File: config.mk
export PLATFORM = sky130hd
export DESIGN_NAME = cdps_hpf
export DESIGN_NICKNAME = d
export VERILOG_FILES = /design/src/rtl/core/crossfade_delay_pitch_shifter_defines.svh /design/src/rtl/core/cdps_pkg.sv /design/src/rtl/core/cdps_hpf.sv
export SDC_FILE = /design/constraint.sdc
export NUM_CORES = 2
export LEC_CHECK = 0
export BUFFER_PORTS_ARGS = -buffer_cell sky130_fd_sc_hd__buf_2
export CAP_MARGIN = 20
export CORE_MARGIN = 8
export CORE_UTILIZATION = 40
export CTS_CLUSTER_DIAMETER = 150
export DETAILED_ROUTE_END_ITERATION = 7
export GPL_ROUTABILITY_DRIVEN = 0
export PLACE_DENSITY = 0.63
export SLEW_MARGIN = 30
export SYNTH_ARGS = -nofsm -noshare
export SYNTH_HDL_FRONTEND = slang
export SYNTH_SLANG_ARGS = --single-unit
File: constraint.sdc
create_clock -name clk -period 8.75 [get_ports clk]
set_clock_uncertainty 0.1 [all_clocks]
set_input_delay 0.875 -clock clk [delete_from_list [all_inputs] [get_ports clk]]
set_output_delay 0.875 -clock clk [all_outputs]
set_load 0.02 [all_outputs]
File: src/rtl/core/crossfade_delay_pitch_shifter_defines.svh
// ============================================================================
// Crossfade delay pitch shifter: assertion macros
// Immediate-consequence and next-cycle property wrappers on clk / rst.
// ============================================================================
`ifndef CROSSFADE_DELAY_PITCH_SHIFTER_DEFINES_SVH
`define CROSSFADE_DELAY_PITCH_SHIFTER_DEFINES_SVH

// Check that cons holds in the same cycle as ante.
`define CDPS_ASSERT_IMP(lbl, ante, cons, msg) \
  lbl: assert property (@(posedge clk) disable iff (rst) (ante) |-> (cons)) \
    else $error(msg);

// Check that cons holds in the cycle after ante.
`define CDPS_ASSERT_NXT(lbl, ante, cons, msg) \
  lbl: assert property (@(posedge clk) disable iff (rst) (ante) |=> (cons)) \
    else $error(msg);

`endif

File: src/rtl/core/cdps_pkg.sv
// ============================================================================
// cdps_pkg
// Shared types and fixed constants of the crossfade delay pitch shifter.
// ============================================================================
`timescale 1ns / 1ps
`default_nettype none

package cdps_pkg;

  localparam int SAMPLE_W = 16;
  localparam int RATIO_W  = 10;

  localparam logic [RATIO_W-1:0] RATIO_UNITY = 10'd256;
  localparam logic [RATIO_W-1:0] RATIO_RESET = 10'd499;

  // High-pass filter datapath widths
  localparam int HP_HIST_W = 24;
  localparam int HP_PROD_W = 56;
  localparam int HP_ACC_W  = 58;

  // 300 Hz high-pass, Q2.28; feedback terms stored negated
  localparam logic signed [31:0] HP_A0  = 32'sd264415412;
  localparam logic signed [31:0] HP_A1  = -32'sd528830825;
  localparam logic signed [31:0] HP_A2  = 32'sd264415412;
  localparam logic signed [31:0] HP_NB1 = 32'sd528770618;
  localparam logic signed [31:0] HP_NB2 = -32'sd260455576;

  localparam logic signed [HP_ACC_W-1:0] HP_RND = 58'sd134217728;

  typedef logic signed [SAMPLE_W-1:0] sample_t;

  typedef struct packed {
    logic    valid;
    sample_t sample;
  } cdps_hp_res_t;

  typedef struct packed {
    logic    valid;
    sample_t tap_a;
    sample_t tap_b;
  } cdps_taps_t;

endpackage

`default_nettype wire

File: src/rtl/core/cdps_hpf.sv
// ============================================================================
// cdps_hpf
// Biquad high-pass: five parallel products, two adder stages, round/saturate.
// ============================================================================
`timescale 1ns / 1ps
`default_nettype none

module cdps_hpf import cdps_pkg::*; (
  input  logic         clk,
  input  logic         rst,
  input  logic         start,
  input  sample_t      x_in,
  output cdps_hp_res_t res
);

  logic v0, v1, v2, v3;

  sample_t                      x_cur, x1, x2;
  logic signed [HP_HIST_W-1:0]  y1, y2;
  logic signed [HP_PROD_W-1:0]  p0, p1, p2, p3, p4;
  logic signed [HP_ACC_W-1:0]   s_ff, s_fb, acc;

  logic signed [HP_HIST_W-1:0]  x0s, x1s, x2s;
  logic signed [HP_ACC_W-1:0]   acc_rnd;
  logic        [29:0]           t30;
  logic signed [HP_HIST_W-1:0]  y_sat;
  logic        [HP_HIST_W:0]    u25;
  logic        [16:0]           h17;
  sample_t                      h_sat;

  assign x0s = {x_cur, 8'h00};
  assign x1s = {x1, 8'h00};
  assign x2s = {x2, 8'h00};

  // Round to Q1.23 and saturate, then round to Q1.15 and saturate
  always_comb begin
    acc_rnd = acc + HP_RND;
    t30     = acc_rnd[HP_ACC_W-1:28];
    if (t30[29:23] != {7{t30[29]}}) begin
      y_sat = t30[29] ? 24'sh800000 : 24'sh7FFFFF;
    end else begin
      y_sat = t30[23:0];
    end
    u25 = {y_sat[HP_HIST_W-1], y_sat} + 25'd128;
    h17 = u25[24:8];
    if (h17[16] != h17[15]) begin
      h_sat = h17[16] ? 16'sh8000 : 16'sh7FFF;
    end else begin
      h_sat = h17[15:0];
    end
  end

  always_ff @(posedge clk) begin
    if (rst) begin
      v0  <= 1'b0;
      v1  <= 1'b0;
      v2  <= 1'b0;
      v3  <= 1'b0;
      res <= '0;
      x1  <= '0;
      x2  <= '0;
      y1  <= '0;
      y2  <= '0;
    end else begin
      v0        <= start;
      v1        <= v0;
      v2        <= v1;
      v3        <= v2;
      res.valid <= v3;
      if (v0) begin
        x1 <= x_cur;
        x2 <= x1;
      end
      if (v3) begin
        res.sample <= h_sat;
        y1         <= y_sat;
        y2         <= y1;
      end
    end
  end

  // Payload stages
  always_ff @(posedge clk) begin
    if (start) begin
      x_cur <= x_in;
    end
    if (v0) begin
      p0 <= HP_A0 * x0s;
      p1 <= HP_A1 * x1s;
      p2 <= HP_A2 * x2s;
      p3 <= HP_NB1 * y1;
      p4 <= HP_NB2 * y2;
    end
    if (v1) begin
      s_ff <= HP_ACC_W'(p0) + HP_ACC_W'(p1) + HP_ACC_W'(p2);
      s_fb <= HP_ACC_W'(p3) + HP_ACC_W'(p4);
    end
    if (v2) begin
      acc <= s_ff + s_fb;
    end
  end

endmodule

`default_nettype wire

# == Yosys cells after proc, flatten, opt, wreduce, memory -nomap -nowiden ==
# Index checks and enable logic that the tools add are counted.
# word_totals
register_bits,526
word_cells,36
# op_classes
n_addsub,6
n_mul,5
eq_ne,2
n_mux,4
# op_table
cell,n
$mul 27x16->43 const A,2
$add 58x29->58 const B,1
$add 58x58->58,1
$add 55x53->56,1
$add 53x54->55,1
$add 54x53->55,1
$mul 29x24->53 const A,1
$mul 26x24->50 const A,1
$mux 24,2
$mul 30x16->46 const A,1
$mux 16,2
$add 24x9->25 const B,1
$ne 6x6->1,1
$ne 1x1->1,1

# == Logic depth before layout (Yosys ltp) ==
# logic_depth
depth_word,6
ltp_mapped,26
depth_no_buf,25

# == Least setup slack after synthesis ==
# Ideal clock, no wire load.
# synth_path
kind,register -> register
start,register y1[4]
end,register p3[52] (data pin)
setup_ps,263
arrival_time_ps,6793
slack_ps,1594
path_stages_with_launch,26
path_buffers,0
cell_sequence,dfxtp_1 -> inv_1 -> ha_1 -> inv_1 -> fa_1 -> inv_1 -> fa_1 -> inv_1 -> fa_1 -> inv_1 -> fa_1 -> inv_1 -> fa_1 -> fa_1 -> ha_1 -> and2_1 -> nand2_1 -> or3_1 -> a211o_1 -> a211o_1 -> a211o_1 -> o311a_1 -> o31ai_1 -> a21o_1 -> a311oi_1 -> xnor2_1
# synth_via
elab_chain_len,1
# synth_lines
item,line_no,text
from (decl),cdps_hpf.sv:19,"logic signed [HP_HIST_W-1:0] y1, y2;"
from (signal assigned),cdps_hpf.sv:76,y1 <= y_sat;
$mul 29x24->53,cdps_hpf.sv:91,p3 <= HP_NB1 * y1;
to (signal assigned),cdps_hpf.sv:91,
to (decl),cdps_hpf.sv:20,"logic signed [HP_PROD_W-1:0] p0, p1, p2, p3, p4;"
# No other way between the ends.
# A chain may end at the register's enable or synchronous reset.

# == Worst setup path after layout ==
# layout_path
start,register y1[16]
end,register p3[53] (netlist name)
# layout_via
elab_chain_len,1
# layout_lines
item,line_no
$mul 29x24->53,cdps_hpf.sv:91
# No other way between the ends.

==> reports/qor.yml <==
global_routing:
  grt.met3_usage_pct: 2.39
  antenna_found_initial: 9
  grt_max_degree: 169
  grt_use_met2_pct: 32.0
  use_met1_pct: 26.4
  grt_overflow: 0
  gr-usage-all-layers_pct: 19.4
  grt_pass1_wl_um: 284000
  grt_pass1_vias: 49400
  busiest_layer: "met2"
finish:
  fillers: 16400
  area_growth_pct: 7.44
  multi_input_area_um2: 50400
  nNetsFinal: 8983
  drive_gt1_share_pct: 3.26
  seqCellArea_um2: 13300
timing:
  rsz0062_at_grt: "false"
  min_period_ns: 7.91
  relSlewSlack_pct: 37.5
  hold_viol_final: 0
  worst_slack_ns: 0.838
  worst_pin_slew_ns: 0.928
  fin_setup_tns_ns: 0
  slew_viol_final: 0
  max_freq_ghz: 0.126
  period_share_pct: 90.4
  setup_viol: 0
placement:
  dp_hpwl_um: 157000
  post-place-ws_ns: 0.902
  numPortBuffers: 35
critical_path:
  ff2ff_setup_slack_ns: 0.84
  rr_worst_depth: 24
  r2r-start: "y1[16]$_SDFFE_PP0P_"
  crit_type: "flop to flop"
  crit_required_ns: 9.06
  crit_arrival_ns: 8.22
  cp-start-kind: "flop"
  worstPathMaxFanout: 8
  endpoint_kind: "flop"
  timing.rr.end: "p3[53]$_DFFE_PP_"
yosys:
  yosysMostFrequentCell: "inv_1"
  ys_seq_elements: 476
  synth_top_area_cell: "fa_1"
  synthTopCellsByArea: "fa_1, ha_1, edfxtp_1"
  synth_top_area_share_pct: 30.0
  ys_async_sr_fraction_pct: 0
  ys_seq_area_share_pct: 19.0
  synth_common_cells: "inv_1, ha_1, fa_1, edfxtp_1, a21oi_1"
  synthesis.nets: 8902
  synthesis.area_um2: 69900
  yosys_warnings: 0
  synth_edf_count: 375
  syn_area_per_cell_um2: 10.5
  synthFlopType: "edfxtp_1"
  syn_inst: 6624
  synth.distinct_cells: 84
pwr:
  p_clk_share_pct: 14.2
  irDropWorstVdd_mv: 0.453
  power_switching_mw: 7.94
  power_frac_seq_pct: 21.3
  comb_power_share_pct: 64.5
  p_sw_share_pct: 44.9
  p_int_mw: 9.74
  leakagePower_nw: 37.9
  power_density_nw_per_um2: 236
  p_total_mw: 17.7
clock_network:
  path_clk_slew_ns: 0.06
  ctsHtreeMaxLevel: 2
  clockBufferDepth: 3
  cts_hold_buf: 0
  worstSkewPairLatency_ns: 0.67
  post_cts_buffers: 0
  cts.sinks: 476
  cts_root_buffer: "clkbuf_16"
  cts_tree: "built"
  numCtsBuffers: 56
  cts_resized: 0
detailed_routing:
  vias: 47000
  ant_nets: 0
  drc: 0
  wire_per_inst_um: 20.0
  vias_per_cell: 5.18
  drt-pass1-iter-count: 5
  drt_wl_total_um: 182000
  first_iter_violations: 3250
die:
  coreArea_um2: 174000
  die_area_um2: 188000
  initial_core_util_pct: 40.2
  chipHeight_um: 434
  rows: 153
  io_pins: 36
  die_w_um: 434
outcome:
  status: "completed"
min_path:
  worstHoldPathType: "primary input to flop"
  hold_path_end: "x_cur[2]$_DFFE_PP_"
  hold_path_depth: 1
  hold_start: "x_in[2]"
run:
  drv_cap: 0
## how the worst max path moves through the flow
| stage | start | end | slack (ns) | cells after the start |
|---|---|---|---|---|
| final | y1[16]$_SDFFE_PP0P_ | p3[53]$_DFFE_PP_ | 0.84 | 24 |
| after global routing | y1[16]$_SDFFE_PP0P_ | p3[53]$_DFFE_PP_ | 0.33 | 24 |
| after CTS | y1[16]$_SDFFE_PP0P_ | p3[53]$_DFFE_PP_ | 0.84 | 24 |
| after detailed placement | y1[16]$_SDFFE_PP0P_ | p3[53]$_DFFE_PP_ | 0.90 | 24 |
| after global placement | y1[16]$_SDFFE_PP0P_ | p3[53]$_DFFE_PP_ | 0.96 | 24 |
| after floorplan | y1[4]$_SDFFE_PP0P_ | p3[52]$_DFFE_PP_ | 1.59 | 25 |
## layer usage
| layer | share of wire (%) | up-vias | routed length [um] |
|---|---|---|---|
| met1 | 43 | 23600 | 79000 |
| met2 | 46 | 1329 | 84300 |
| met4 | 4.4 | 0 | 8030 |
| li1 | - | 21800 | - |
| met3 | 5.8 | 313 | 10600 |
| met5 | 0 | - | 0 |
## power by group through the flow
stage | Sequential, mW | Combinational (mW) | Clock, mW
2_1_floorplan | 3.65 | 8.62 | 0
3_3_place_gp | 3.81 | 11.2 | 0
3_5_place_dp | 3.82 | 11.4 | 0
4_1_cts | 3.77 | 11.5 | 2.57
5_1_grt | 3.79 | 12.9 | 2.65
6_report | 3.76 | 11.4 | 2.51
## area by class of cell
type                       count  area share (%)
multi-input combinational   4498            67.1
sequential                   476            17.7
inverter                    1598            7.99
tap                         2325            3.88
clock buffer                  67            2.08
timing repair buffer          75           0.685
clock inverter                38           0.527
antenna                        5          0.0167
## logic make-up after synthesis
kind of cell | after synthesis | share of synthesized area (%)
muxes | 69 | 0.996
and+or+nand+nor | 849 | 5.99
xor gates and xnor gates | 337 | 4.22
AOI/OAI and AO/OA | 984 | 9.16
DFF | 476 | 19.0
buffers and inverters | 1650 | 8.90
adders and majority gates | 2259 | 51.7
## per-stage QoR
stage / std cells / util (%) / hold WS (ns) / area (um^2)
global route: 9077 / 43.2 / 0.256 / 75100
CTS: 9076 / 43.2 / 0.239 / 75000
floorplan: 6624 / - / 0.300 / 69900
detailed placement: 8971 / 42.1 / 0.333 / 73100
finish: 9082 / 43.2 / 0.286 / 75100
global placement: 8971 / 42.1 / 0.330 / 73100
## sequential cells by signal, indices dropped and copies added, names as in the netlist, 16 cells and up
register	cells
acc	31
p0	43
p1	46
p2	43
p3	51
p4	50
res	17
s_fb	47
s_ff	48
x1	16
x2	16
x_cur	16
y1	24
y2	24
## critical path, stage by stage, from the launching register on
cell,delay (ns)
dfxtp_1,0.52
inv_1,0.15
ha_1,0.31
inv_1,0.11
fa_1,0.53
inv_1,0.05
fa_1,0.50
fa_1,0.56
inv_1,0.06
fa_1,0.54
inv_1,0.06
fa_1,0.52
fa_1,0.57
inv_1,0.05
ha_1,0.34
a2111oi_0,0.58
and4b_1,0.31
nand3_1,0.12
a21oi_1,0.30
o21ai_0,0.20
o31ai_1,0.40
a21oi_1,0.20
a221o_1,0.33
a21oi_1,0.18
xnor2_1,0.08
## cells in the final DEF (no fill, tap or decap), types with 20 or more instances in the layout
master | synthesis | final
a211oi_1 | 51 | 51
a21o_1 | 160 | 160
a21oi_1 | 302 | 302
a31oi_1 | 31 | 30
and2_1 | 26 | 26
and3_1 | 41 | 41
buf_2 | 4 | 34
buf_4 | 2 | 38
clkbuf_16 | 0 | 60
dfxtp_1 | 101 | 98
edfxtp_1 | 375 | 375
fa_1 | 1048 | 1048
ha_1 | 1211 | 1211
inv_1 | 1597 | 1597
mux2i_1 | 65 | 65
nand2_1 | 156 | 156
nand2b_1 | 58 | 58
nand3_1 | 76 | 76
nand4_1 | 43 | 43
nor2_1 | 280 | 280
nor2b_1 | 44 | 44
nor3_1 | 38 | 38
o211ai_1 | 35 | 35
o21a_1 | 61 | 61
o21ai_0 | 161 | 161
o21bai_1 | 38 | 38
or2_2 | 20 | 20
xnor2_1 | 239 | 238
xor2_1 | 98 | 98
Note: power is estimated with default switching activity, not from simulation.
