==> config.mk <==
export PLATFORM = sky130hd
export DESIGN_NAME = cdps_mix_flat
export DESIGN_NICKNAME = d
export VERILOG_FILES = /design/src/rtl/core/crossfade_delay_pitch_shifter_defines.svh /design/src/rtl/core/cdps_pkg.sv /design/src/rtl/core/cdps_out_if.sv /design/src/rtl/core/cdps_mix.sv /design/src/flat_wrapper.sv
export SDC_FILE = /design/constraint.sdc
export NUM_CORES = 1
export LEC_CHECK = 0
export ABC_AREA = 1
export BUFFER_PORTS_ARGS = -buffer_cell sky130_fd_sc_hd__clkbuf_2
export CAP_MARGIN = 20
export CORE_MARGIN = 3
export CORE_UTILIZATION = 30
export DETAILED_ROUTE_END_ITERATION = 10
export GPL_TIMING_DRIVEN = 0
export SLEW_MARGIN = 5
export SYNTH_ARGS = -nofsm -noshare
export SYNTH_HDL_FRONTEND = slang
export SYNTH_SLANG_ARGS = --single-unit
==> constraint.sdc <==
create_clock -name clk -period 10.6 [get_ports clk]
set_input_delay 2.65 -clock clk [delete_from_list [all_inputs] [get_ports clk]]
set_output_delay 2.65 -clock clk [all_outputs]
set_load 0.02 [all_outputs]
==> src/rtl/core/crossfade_delay_pitch_shifter_defines.svh <==
// ============================================================================
// Crossfade delay pitch shifter: assertion macros
// Immediate-consequence and next-cycle property wrappers on clk / rst.
// ============================================================================
`ifndef CROSSFADE_DELAY_PITCH_SHIFTER_DEFINES_SVH
`define CROSSFADE_DELAY_PITCH_SHIFTER_DEFINES_SVH

// Check that cons holds in the same cycle as ante.
`define CDPS_ASSERT_IMP(lbl, ante, cons, msg) \
  lbl: assert property (@(posedge clk) disable iff (rst) (ante) |-> (cons)) \
    else $error(msg);

// Check that cons holds in the cycle after ante.
`define CDPS_ASSERT_NXT(lbl, ante, cons, msg) \
  lbl: assert property (@(posedge clk) disable iff (rst) (ante) |=> (cons)) \
    else $error(msg);

`endif

==> src/rtl/core/cdps_pkg.sv <==
// ============================================================================
// cdps_pkg
// Shared types and fixed constants of the crossfade delay pitch shifter.
// ============================================================================
`timescale 1ns / 1ps
`default_nettype none

package cdps_pkg;

  localparam int SAMPLE_W = 16;
  localparam int RATIO_W  = 10;

  localparam logic [RATIO_W-1:0] RATIO_UNITY = 10'd256;
  localparam logic [RATIO_W-1:0] RATIO_RESET = 10'd499;

  // High-pass filter datapath widths
  localparam int HP_HIST_W = 24;
  localparam int HP_PROD_W = 56;
  localparam int HP_ACC_W  = 58;

  // 300 Hz high-pass, Q2.28; feedback terms stored negated
  localparam logic signed [31:0] HP_A0  = 32'sd264415412;
  localparam logic signed [31:0] HP_A1  = -32'sd528830825;
  localparam logic signed [31:0] HP_A2  = 32'sd264415412;
  localparam logic signed [31:0] HP_NB1 = 32'sd528770618;
  localparam logic signed [31:0] HP_NB2 = -32'sd260455576;

  localparam logic signed [HP_ACC_W-1:0] HP_RND = 58'sd134217728;

  typedef logic signed [SAMPLE_W-1:0] sample_t;

  typedef struct packed {
    logic    valid;
    sample_t sample;
  } cdps_hp_res_t;

  typedef struct packed {
    logic    valid;
    sample_t tap_a;
    sample_t tap_b;
  } cdps_taps_t;

endpackage

`default_nettype wire

==> src/rtl/core/cdps_out_if.sv <==
// ============================================================================
// cdps_out_if
// Output sample stream: valid / ready handshake with one sample per transfer.
// ============================================================================
`timescale 1ns / 1ps
`default_nettype none

interface cdps_out_if import cdps_pkg::*; ();
  logic    valid;
  logic    ready;
  sample_t sample_out;

  modport source (output valid, output sample_out, input ready);
  modport sink   (input valid, input sample_out, output ready);
endinterface

`default_nettype wire

==> src/rtl/core/cdps_mix.sv <==
// ============================================================================
// cdps_mix
// Weighted two-tap mix, division by the overlap length through a reciprocal
// multiply, and the output register.
// ============================================================================
`timescale 1ns / 1ps
`default_nettype none

module cdps_mix import cdps_pkg::*; #(
  parameter int OVERLAP_LEN = 100
) (
  input  logic                              clk,
  input  logic                              rst,
  input  cdps_taps_t                        taps,
  input  logic [$clog2(OVERLAP_LEN+1)-1:0]  weight,
  output logic                              ready,
  cdps_out_if.source                        dout
);

  localparam int WW    = $clog2(OVERLAP_LEN + 1);
  localparam int NW    = SAMPLE_W + 1 + WW;
  localparam int MW    = SAMPLE_W - 1 + WW;
  localparam int SHIFT = MW + $clog2(OVERLAP_LEN);
  localparam int RW    = MW + 2;
  localparam int PW    = MW + RW;
  localparam logic [63:0] RECIP_FULL =
    ((64'd1 << SHIFT) + 64'(OVERLAP_LEN) - 64'd1) / 64'(OVERLAP_LEN);
  localparam logic [RW-1:0] RECIP = RECIP_FULL[RW-1:0];

  logic v1, v2, v3, out_valid;

  sample_t              a_q, b_q, out_data;
  logic [WW-1:0]        w_q;
  logic signed [NW-1:0] num, num_next;
  logic [NW-1:0]        mag_full;
  logic [PW-1:0]        qprod;
  logic                 neg;
  logic [SAMPLE_W-1:0]  q;
  logic signed [WW:0]   wa, wb;
  logic                 take;

  assign ready = !v1 && !v2 && !v3 && !out_valid;
  assign take  = taps.valid && ready;

  always_comb begin
    wa       = $signed({1'b0, w_q});
    wb       = $signed({1'b0, WW'(OVERLAP_LEN) - w_q});
    num_next = a_q * wa + b_q * wb;
    mag_full = num[NW-1] ? NW'(-num) : NW'(num);
    q        = qprod[SHIFT +: SAMPLE_W];
  end

  always_ff @(posedge clk) begin
    if (rst) begin
      v1        <= 1'b0;
      v2        <= 1'b0;
      v3        <= 1'b0;
      out_valid <= 1'b0;
    end else begin
      v1 <= take;
      v2 <= v1;
      v3 <= v2;
      if (v3) begin
        out_valid <= 1'b1;
      end else if (dout.ready) begin
        out_valid <= 1'b0;
      end
    end
  end

  always_ff @(posedge clk) begin
    if (take) begin
      a_q <= taps.tap_a;
      b_q <= taps.tap_b;
      w_q <= weight;
    end
    if (v1) begin
      num <= num_next;
    end
    if (v2) begin
      qprod <= PW'(mag_full[MW-1:0]) * PW'(RECIP);
      neg   <= num[NW-1];
    end
    if (v3) begin
      out_data <= neg ? (~q + 1'b1) : q;
    end
  end

  assign dout.valid      = out_valid;
  assign dout.sample_out = out_data;

endmodule

`default_nettype wire

==> src/flat_wrapper.sv <==
// flat-port wrapper written by rule: the top's interface ports become plain ports
module cdps_mix_flat import cdps_pkg::*;
#(
  parameter int OVERLAP_LEN = 100
)
  (clk, rst, taps, weight, ready, dout_valid, dout_sample_out, dout_ready);
  cdps_out_if dout_i ();
  input  logic clk;
  input  logic rst;
  input  cdps_taps_t taps;
  input  logic [$clog2(OVERLAP_LEN+1)-1:0] weight;
  output logic ready;
  output wire logic [$bits(dout_i.valid)-1:0] dout_valid;
  output wire logic [$bits(dout_i.sample_out)-1:0] dout_sample_out;
  input wire logic [$bits(dout_i.ready)-1:0] dout_ready;
  assign dout_valid = dout_i.valid;
  assign dout_sample_out = dout_i.sample_out;
  assign dout_i.ready = dout_ready;
  cdps_mix #(.OVERLAP_LEN(OVERLAP_LEN)) u_core (.clk(clk), .rst(rst), .taps(taps), .weight(weight), .ready(ready), .dout(dout_i));
endmodule
# --- Yosys cells after proc, flatten, opt, wreduce, memory -nomap -nowiden ---
# Index checks and enable logic that the tools add are counted.
classes:
  addsub: 4
  multipliers: 3
  mux: 4
  n_bitwise: 1
  reduce_logical: 9
ops:
  columns: ["op", "n"]
  rows:
  - ["$mul 16x8->24", 2]
  - ["$mul 22x22->44 const B", 1]
  - ["$add 24x24->24", 1]
  - ["$mux 22", 1]
  - ["$neg 22->22", 1]
  - ["$add 16x1->16 const B", 1]
  - ["$mux 16", 1]
  - ["$not 16->16", 1]
  - ["$sub 7x7->7 const A", 1]
  - ["$logic_and 1x1->1", 4]
  - ["$logic_not 1->1", 4]
  - ["$mux 1", 2]
  - ["$reduce_bool 2->1", 1]
totals:
  register_bits: 128
  inputBits: 43
  out_inout_bits: 18
  elab_cells: 32

# --- Logic depth before layout (Yosys ltp) ---
logic_depth:
  depth_word: 5
  depth_mapped: 34
  depth_no_buf: 34

# --- Least setup slack after synthesis ---
# Ideal clock, no wire load.
synth_path:
  path_kind: "reg-to-reg"
  startpoint: "reg u_core.num[0]"
  endpoint: "reg u_core.qprod[36] (data pin)"
  setup_ps: 252
  arrival_ps: 6416
  t_required_ps: 10348
  path_slack_ps: 3932
  stages_incl_launch_ff: 31
  n_path_buf: 0
  period_less_slack_ps: 6668
  path_cell_list: "edfxtp_1 > inv_1 > ha_1 > nand3_1 > nor2_2 > nand3_1 > nand2_1 > o21ai_0 > xor2_1 > ha_1 > inv_1 > fa_1 > fa_1 > inv_1 > fa_1 > fa_1 > fa_1 > inv_1 > fa_1 > inv_1 > ha_1 > a21oi_1 > inv_1 > nor2_1 > nand2_1 > a21oi_1 > nand2_1 > nand2_1 > nand2_1 > nand2_1 > nand2_1"
synth_between:
  elab_chain_len: 3
synth_rtl:
  columns: ["element", "line_no", "rtl"]
  rows:
  - ["from (decl)", "cdps_mix.sv:34", "logic signed [NW-1:0] num, num_next;"]
  - ["from (signal assigned)", "cdps_mix.sv:78", "num <= num_next;"]
  - ["$neg 22->22", "cdps_mix.sv:49", "mag_full = num[NW-1] ? NW'(-num) : NW'(num);"]
  - ["$mux 22 *", "cdps_mix.sv:49", null]
  - ["$mul 22x22->44 *", "cdps_mix.sv:81", "qprod <= PW'(mag_full[MW-1:0]) * PW'(RECIP);"]
  - ["to (signal assigned)", "cdps_mix.sv:81", null]
  - ["to (decl)", "cdps_mix.sv:36", "logic [PW-1:0] qprod;"]
# Mark *: on every way between the ends. The rest lies on a longest branch, timed or not.
# A chain may end at the register's enable or synchronous reset.

# --- Final worst setup path ---
layout_path:
  startpoint: "reg u_core.num[0]"
  endpoint: "reg u_core.qprod[31] (data pin)"
# Same word-level chain as after synthesis.

==> impl_metrics.py <==
metrics = {
    "synth": {
        "synthDistinctLibCells": 42,
        "ys_seq_area_share_pct": 13.2,
        "synth_edf_count": 95,
        "syn_inst": 2595,
        "netlist_area_um2": 22200,
        "synth_nets": 3332,
        "avgSynthCellArea_um2": 8.54,
        "async_flop_share_pct": 0,
        "ys_ff_latch": 99,
        "ys.flop_type": "edfxtp_1",
        "synth_warnings": 0,
    },
    "clock_network": {
        "clk_latency_ns": 0.38,
        "htreeDepth": 3,
        "cts_buffer_depth": 2,
        "cts_root_buffer": "clkbuf_16",
        "post_cts_buffers": 0,
        "cts_buffers": 9,
        "cts_tree": "done",
        "cts_resized": 0,
        "clock-sinks": 99,
        "ctsHoldBuffers": 0,
        "clkTransAtPathRegs_ns": 0.07,
    },
    "sta": {
        "period_share_pct": 77.2,
        "hold_viol_final": 0,
        "finalSetupViolCount": 0,
        "fin_crit_ns": 8.18,
        "slew_headroom_pct": 23.6,
        "hold_slack_ns": 0.511,
        "max_freq_mhz": 122,
        "drv_slew": 0,
        "fin_ws_ns": 2.42,
        "tightestPinTransition_ns": 1.14,
        "final.setup_skew_ns": 0.0125,
        "rsz0062_at_grt": "false",
        "setup_tns_ns": 0,
    },
    "routing": {
        "wire_per_inst_um": 14.7,
        "drc": 0,
        "viasPerCell": 4.44,
        "drt_iter0_drc": 840,
        "first_pass_iters": 5,
        "ant_nets": 0,
        "drt_wl_total_um": 53300,
        "vias": 16100,
    },
    "global_routing": {
        "grt_usage_pct": 14.5,
        "grt_max_degree": 33,
        "grt_pass1_vias": 17200,
        "grt_antenna_before_repair": 0,
        "grt_first_pass_wirelength_um": 88500,
        "overflow": 0,
    },
    "setup_path": {
        "rrSetupSlack_ns": 2.42,
        "startpoint": "u_core.num[0]$_DFFE_PP_",
        "critPathRequiredTime_ns": 10.71,
        "start_kind": "flop",
        "end_kind": "flop",
        "critical_path_class": "reg2reg",
        "crit_arrival_ns": 8.29,
        "r2r-end": "u_core.qprod[31]$_DFFE_PP_",
        "path_max_fanout": 8,
        "rr_startpoint": "u_core.num[0]$_DFFE_PP_",
        "reg2reg_depth": 27,
    },
    "flow_run": {
        "drv_cap": 0,
    },
    "final_layout": {
        "layout-drive-gt1-share_pct": 4.41,
        "fillCellCount": 7705,
        "fin_nets": 3405,
        "fin_cells": 3632,
        "syn_to_final_growth_pct": 8.37,
        "n_antenna_cell": 0,
    },
    "min_path": {
        "hp-class": "reg2reg",
        "whs_path_depth": 0,
        "whs_endpoint": "u_core.dout.sample_out[0]$_DFFE_PP_",
        "hold_start": "u_core.qprod[29]$_DFFE_PP_",
    },
    "placement": {
        "place_inst": 3615,
        "io_buffer_count": 60,
        "place_ws_ns": 2.51,
        "dp_hpwl_um": 48000,
        "gp_congestion": 0.939,
    },
    "die": {
        "core_area_um2": 73100,
        "pin_count": 61,
        "fp.dieW_um": 278,
        "start_util_pct": 30.3,
        "die_h_um": 278,
        "std_cell_rows": 99,
        "die_area_um2": 77100,
    },
    "status": {
        "outcome": "finished, final reports clean",
    },
}
-- registers in the layout, indices dropped and copies added (netlist names) --
signal / cells
u_core.num: 23
u_core.v3: 1
u_core.w_q: 7
u_core.v1: 1
u_core.dout.sample_out: 16
u_core.qprod: 16
u_core.v2: 1
u_core.dout.valid: 1
u_core.a_q: 16
u_core.b_q: 16
u_core.neg: 1
-- layout by cell type, fill, tap and decap left out, types with 3 or more instances in the layout --
cell type and instances:
ha_1 308, nor3_1 19, dfxtp_1 4, or2_1 4, xor2_1 41, nand2_1 488, edfxtp_1 95, nand4_1 22
a21o_1 6, nand3_1 56, fa_1 386, o21bai_1 7, clkbuf_16 9, inv_1 724, xnor2_1 17, o21ai_1 6
o21ai_0 53, clkbuf_2 60, nand2_2 4, inv_2 8, a31oi_1 3, nor4_1 3, a21oi_1 74, clkbuf_1 17
buf_2 7, nor2_1 209, and2_1 3, nor2_2 7, nand2_4 3, nand3b_1 3
-- worst max-delay path, stage by stage (launching register included) --
cell and delay (ns):
edfxtp_1 0.65, inv_1 0.29, ha_1 0.24, nand3_1 0.18
nor2_2 0.22, nand3_1 0.12, nand2_1 0.10, o21ai_0 0.10
xor2_1 0.84, ha_1 0.44, inv_1 0.10, fa_1 0.41
fa_1 0.51, inv_1 0.05, fa_1 0.59, fa_1 0.44
fa_1 0.49, inv_1 0.07, fa_1 0.51, inv_1 0.05
ha_1 0.32, nand2_1 0.09, nor2_1 0.19, inv_1 0.10
nor4_1 0.27, o21ai_0 0.27, nand3_1 0.16, nand2_1 0.11
-- cells by family (layout without fill, tap and decap cells) --
| logic type | count (synthesis) | after routing | share of synthesized area, % |
|---|---|---|---|
| flops | 99 | 99 | 13.2 |
| buf+inv | 759 | 837 | 12.9 |
| compound gates | 153 | 153 | 3.71 |
| fa+ha+maj | 694 | 694 | 52.3 |
| simple gates | 828 | 828 | 15.2 |
| xor+xnor | 62 | 62 | 2.64 |
-- cells in the mapped netlist (5+ instances only) --
| cell type | n | area (um^2) |
|---|---|---|
| inv_1 | 724 | 2720 |
| nand2_1 | 488 | 1830 |
| fa_1 | 386 | 7730 |
| ha_1 | 308 | 3850 |
| nor2_1 | 210 | 788 |
| edfxtp_1 | 95 | 2850 |
| a21oi_1 | 74 | 370 |
| nand3_1 | 56 | 280 |
| o21ai_0 | 54 | 270 |
| xor2_1 | 41 | 359 |
| nand4_1 | 22 | 138 |
| nor3_1 | 19 | 95.1 |
| clkbuf_1 | 17 | 63.8 |
| xnor2_1 | 17 | 149 |
| inv_2 | 8 | 30.0 |
| buf_2 | 7 | 35.0 |
| nor2_2 | 7 | 43.8 |
| o21bai_1 | 7 | 52.6 |
| a21o_1 | 6 | 45.0 |
| o21ai_1 | 5 | 25.0 |
-- cell type report --
cell class / count / area, um^2 / area share (%)
Multi-Input combinational cell: 1737 / 16400 / 68.2
Timing Repair Buffer: 62 / 328 / 1.37
Inverter: 733 / 2750 / 11.5
Clock inverter: 7 / 93.8 / 0.391
Clock buffer: 9 / 225 / 0.938
Sequential cell: 99 / 2930 / 12.2
Buffer: 26 / 110 / 0.459
Tap cell: 959 / 1200 / 5.00
-- per-stage QoR --
stage	utilization [%]	instance area, um^2
2_1_floorplan	-	22200
3_3_place_gp	32.4	23700
3_5_place_dp	32.4	23700
4_1_cts	32.8	24000
5_1_grt	32.8	24000
6_report	32.8	24000
-- worst max-delay path by stage --
stage                                       endpoint
after floorplan           u_core.qprod[36]$_DFFE_PP_
after global placement    u_core.qprod[36]$_DFFE_PP_
after detailed placement  u_core.qprod[36]$_DFFE_PP_
after CTS                 u_core.qprod[31]$_DFFE_PP_
after global routing      u_core.qprod[31]$_DFFE_PP_
final                     u_core.qprod[31]$_DFFE_PP_
-- metal layers --
| layer | vias up | GRT usage [%] | share of wire, % | wire (um) |
|---|---|---|---|---|
| met1 | 7842 | 19.1 | 46 | 24500 |
| met3 | 65 | 1.39 | 3.4 | 1800 |
| met5 | - | 0 | 0 | 0 |
| li1 | 7919 | - | - | - |
| met2 | 283 | 25.4 | 48 | 25800 |
| met4 | 0 | 3.48 | 2.3 | 1230 |
Power is not shown: default switching activity piles up to over one toggle a cycle in this logic, so the estimate is an artifact.
